--- config.mk ---
export PLATFORM = sky130hd
export DESIGN_NAME = dst_ram
export DESIGN_NICKNAME = d
export VERILOG_FILES = /design/src/hw/rtl/dst_ram.sv
export SDC_FILE = /design/constraint.sdc
export NUM_CORES = 1
export LEC_CHECK = 0
export ABC_CLOCK_PERIOD_IN_PS = 2300
export BUFFER_PORTS_ARGS = -buffer_cell sky130_fd_sc_hd__buf_2
export CAP_MARGIN = 25
export CORE_AREA = 10 10 80 150
export DETAILED_ROUTE_END_ITERATION = 12
export DIE_AREA = 0 0 90 160
export GPL_ROUTABILITY_DRIVEN = 0
export PLACE_DENSITY = 0.67
export SLEW_MARGIN = 20
export SYNTH_ARGS = -nofsm -noshare
export SYNTH_HDL_FRONTEND = slang
export SYNTH_SLANG_ARGS = --single-unit
--- constraint.sdc ---
create_clock -name clk -period 2.3 [get_ports clk]
set_input_delay 0.115 -clock clk [delete_from_list [all_inputs] [get_ports clk]]
set_output_delay 0.115 -clock clk [all_outputs]
set_load 0.01 [all_outputs]
--- src/hw/rtl/dst_ram.sv ---
// Generic single-clock RAM: one write port, one registered read port.
// Read during a write to the same address returns the old data. No dependencies.
`timescale 1ns / 1ps
`default_nettype none

module dst_ram #(
    parameter int WIDTH  = 8,
    parameter int DEPTH  = 16,
    parameter int ADDR_W = $clog2(DEPTH)
) (
    input  wire logic              clk,
    input  wire logic              we,
    input  wire logic [ADDR_W-1:0] waddr,
    input  wire logic [WIDTH-1:0]  wdata,
    input  wire logic [ADDR_W-1:0] raddr,
    output logic      [WIDTH-1:0]  rdata
);

    logic [WIDTH-1:0] mem [DEPTH];

    always_ff @(posedge clk)
    begin
        if (we)
        begin
            mem[waddr] <= wdata;
        end
        rdata <= mem[raddr];
    end

endmodule

`default_nettype wire

==> results.yml <==
yosys:
  ys.flop_type: "edfxtp_1"
  yosysSeqAreaShare: 0.778
  synth_edf_count: 128
  synthTopCellsByArea: "edfxtp_1 75%, mux4_2 7.9%, mux4_1 7.1%, dfxtp_1 3.1%, a22oi_1 2.3%"
  yosysMostFrequentCell: "edfxtp_1"
  syn_nets: 247
  avgSynthCellArea_sq_um: 22.5
  synth_top_area_frac: 0.747
  syn_inst: 229
  ys_types: 19
  yosysWarnings: 0
  synthArstFlopShare: 0
  yosys.area.top_type: "edfxtp_1"
  ys_ff_latch: 136
  synth.cell_area_sq_um: 5150
  synthTopCellsByCount: "128 x edfxtp_1, 18 x mux4_2, 16 x a22oi_1"
placement:
  io_buffers: 25
  dp_hpwl_um: 6610
  dpl-instance-area_sq_um: 5520
  dp.cells: 397
finish:
  syn_to_final_growth_pct: 17.7
  antenna_cells: 0
  postLayoutCellArea_sq_um: 6060
  fin_cells: 429
  nNetsFinal: 302
  multi_input_area_sq_um: 1060
  ff_latch_area_sq_um: 4000
  nFillCells: 682
  layout-drive-gt1-share: 0.316
timing:
  grt_setup_unrepaired: "false"
  final.setup.tns_ps: 0
  setup_viol: 0
  final-max-slew-violation-count: 0
  min_period_over_period: 0.606
  skew_ps: 9.62
  max_freq_ghz: 0.718
  min_period_ps: 1390
  max_slew_margin: 0.425
  hold_violations: 0
  worstMarginPinSlew_ps: 860
cts:
  htreeDepth: 4
  clockBufferDepth: 2
  numCtsBuffers: 17
  cts_setup_buffers: 0
  cts-root-buf: "clkbuf_16"
  cts_tree: "yes"
  cts_resized: 0
  clkSinkCount: 136
  hold_buffers: 0
  clk_pin_slew_ps: 60
  worstSkewPairLatency_ps: 410
worst_hold_path:
  hp-class: "input port to flop"
  worstHoldPathCells: 1
worst_setup_path:
  crit_path_top_delay_cell: "nor2_1"
  worstSetupEndpointType: "flop"
  r2r_cells: 3
  critPathArrivalTime_ps: 1420
  cp_max_fo: 8
  cp_cell_sequence: "buf_2 > or3b_2 > nor2_1"
  startpoint_type: "input port"
  cp_slowest_stage_delay_ps: 680
  required_ps: 2330
  worstSetupPathType: "input port to flop"
floorplan:
  num_io_pins: 26
  core_area_sq_um: 9640
  initial_utilization: 0.534
  dieHeight_um: 160
  die_area_sq_um: 14400
  rows: 51
  fp.dieW_um: 90
power_and_ir_drop:
  p_leak_nw: 2.08
  p_per_area_nw_per_um2: 904
  combinationalPowerShare: 0.047
  p_int_mw: 4.34
  power.share.clock: 0.444
  ir_worst_vdd_uv: 603
  seq_power_share: 0.509
  power_switching_mw: 1.13
  switching_share: 0.207
routing:
  vias_per_cell: 5.58
  drt_pass1_iterations: 4
  num_vias: 2394
  drt-initial-drc-count: 204
  drc: 0
  wire_per_inst_um: 23.4
  finalWirelength_um: 10000
  final_antenna_net_count: 0
global_routing:
  grt_pass1_wl_um: 15800
  grt_antenna_before_repair: 0
  track_usage: 0.149
  grt_pass1_vias: 2686
  overflow: 0
  grt_max_degree: 33
flow_run:
  maxCapViolations: 0
outcome:
  status: "finished clean"
-- registers in the layout, indices dropped and copies added (netlist names) --
signal / count
mem: 128
rdata: 8
-- path summary, 6_finish.rpt --
kind	from	endpoint	slack [ps]
min reg2reg	mem[14][0]	rdata[0]	680
max	waddr[2]	mem[2][6]	910
min	wdata[5]	mem[4][5]	100
max reg2reg	mem[9][3]	rdata[3]	950
-- routing by layer --
| layer | up-vias | wire length (um) | part of all wire | GRT usage |
|---|---|---|---|---|
| met1 | 1215 | 4000 | 0.40 | 0.165 |
| met3 | 17 | 384 | 0.038 | 0.0423 |
| li1 | 1086 | - | - | - |
| met5 | - | 0 | 0 | 0 |
| met2 | 76 | 5410 | 0.54 | 0.251 |
| met4 | 0 | 239 | 0.024 | 0.0830 |
-- critical path: cells and delay by family --
family,cells,cell delay (ps)
buffers and inverters,1,110
and+or+nand+nor,2,1190
-- area by class of cell --
| type | count | share of cell area |
|---|---|---|
| sequential | 136 | 0.661 |
| timing repair buffer | 46 | 0.0487 |
| clock inverter | 15 | 0.0186 |
| multi-input combinational | 83 | 0.174 |
| clock buffer | 17 | 0.0702 |
| tap | 132 | 0.0273 |
-- cell families (layout without fill, tap and decap cells) --
group | after synthesis | in the layout | share of synthesized area
AND/OR/NAND/NOR | 35 | 35 | 0.0318
multiplexers | 32 | 32 | 0.150
flip-flops | 136 | 136 | 0.778
buffers and inverters | 10 | 78 | 0.0168
AO/OA/AOI/OAI | 16 | 16 | 0.0233
-- power by group through the flow --
stage / clock network [mW] / registers, mW / logic, mW
finish: 2.43 / 2.79 / 0.259
global route: 2.59 / 2.79 / 0.284
CTS: 2.46 / 2.79 / 0.265
detailed placement: 0 / 2.84 / 0.263
global placement: 0 / 2.84 / 0.258
floorplan: 0 / 2.84 / 0.141
-- placed cells by master, fill, tap and decap left out --
| cell | count |
|---|---|
| mux4_1 | 14 |
| clkinv_1 | 3 |
| buf_4 | 20 |
| and2_1 | 1 |
| edfxtp_1 | 128 |
| or3b_2 | 1 |
| nor3_1 | 4 |
| buf_12 | 1 |
| bufinv_16 | 1 |
| clkinv_4 | 3 |
| nand2b_1 | 2 |
| a22oi_1 | 16 |
| dfxtp_1 | 8 |
| clkinvlp_4 | 2 |
| nand2_1 | 9 |
| nor2b_1 | 1 |
| nand3b_1 | 2 |
| nor2_1 | 13 |
| clkinv_2 | 6 |
| mux4_2 | 18 |
| buf_2 | 25 |
| nand3_1 | 1 |
| clkbuf_16 | 17 |
| and2b_1 | 1 |
-- through the flow --
step | power [mW] | utilization | setup slack [ps] | hold WS, ps
global placement | 3.10 | 0.573 | 512 | 500
global route | 5.66 | 0.629 | 889 | 90.5
detailed placement | 3.10 | 0.573 | 507 | 516
CTS | 5.52 | 0.629 | 933 | 86.5
finish | 5.48 | 0.629 | 907 | 96.6
floorplan | 2.98 | - | 692 | 214
(Power assumes the default switching activity.)
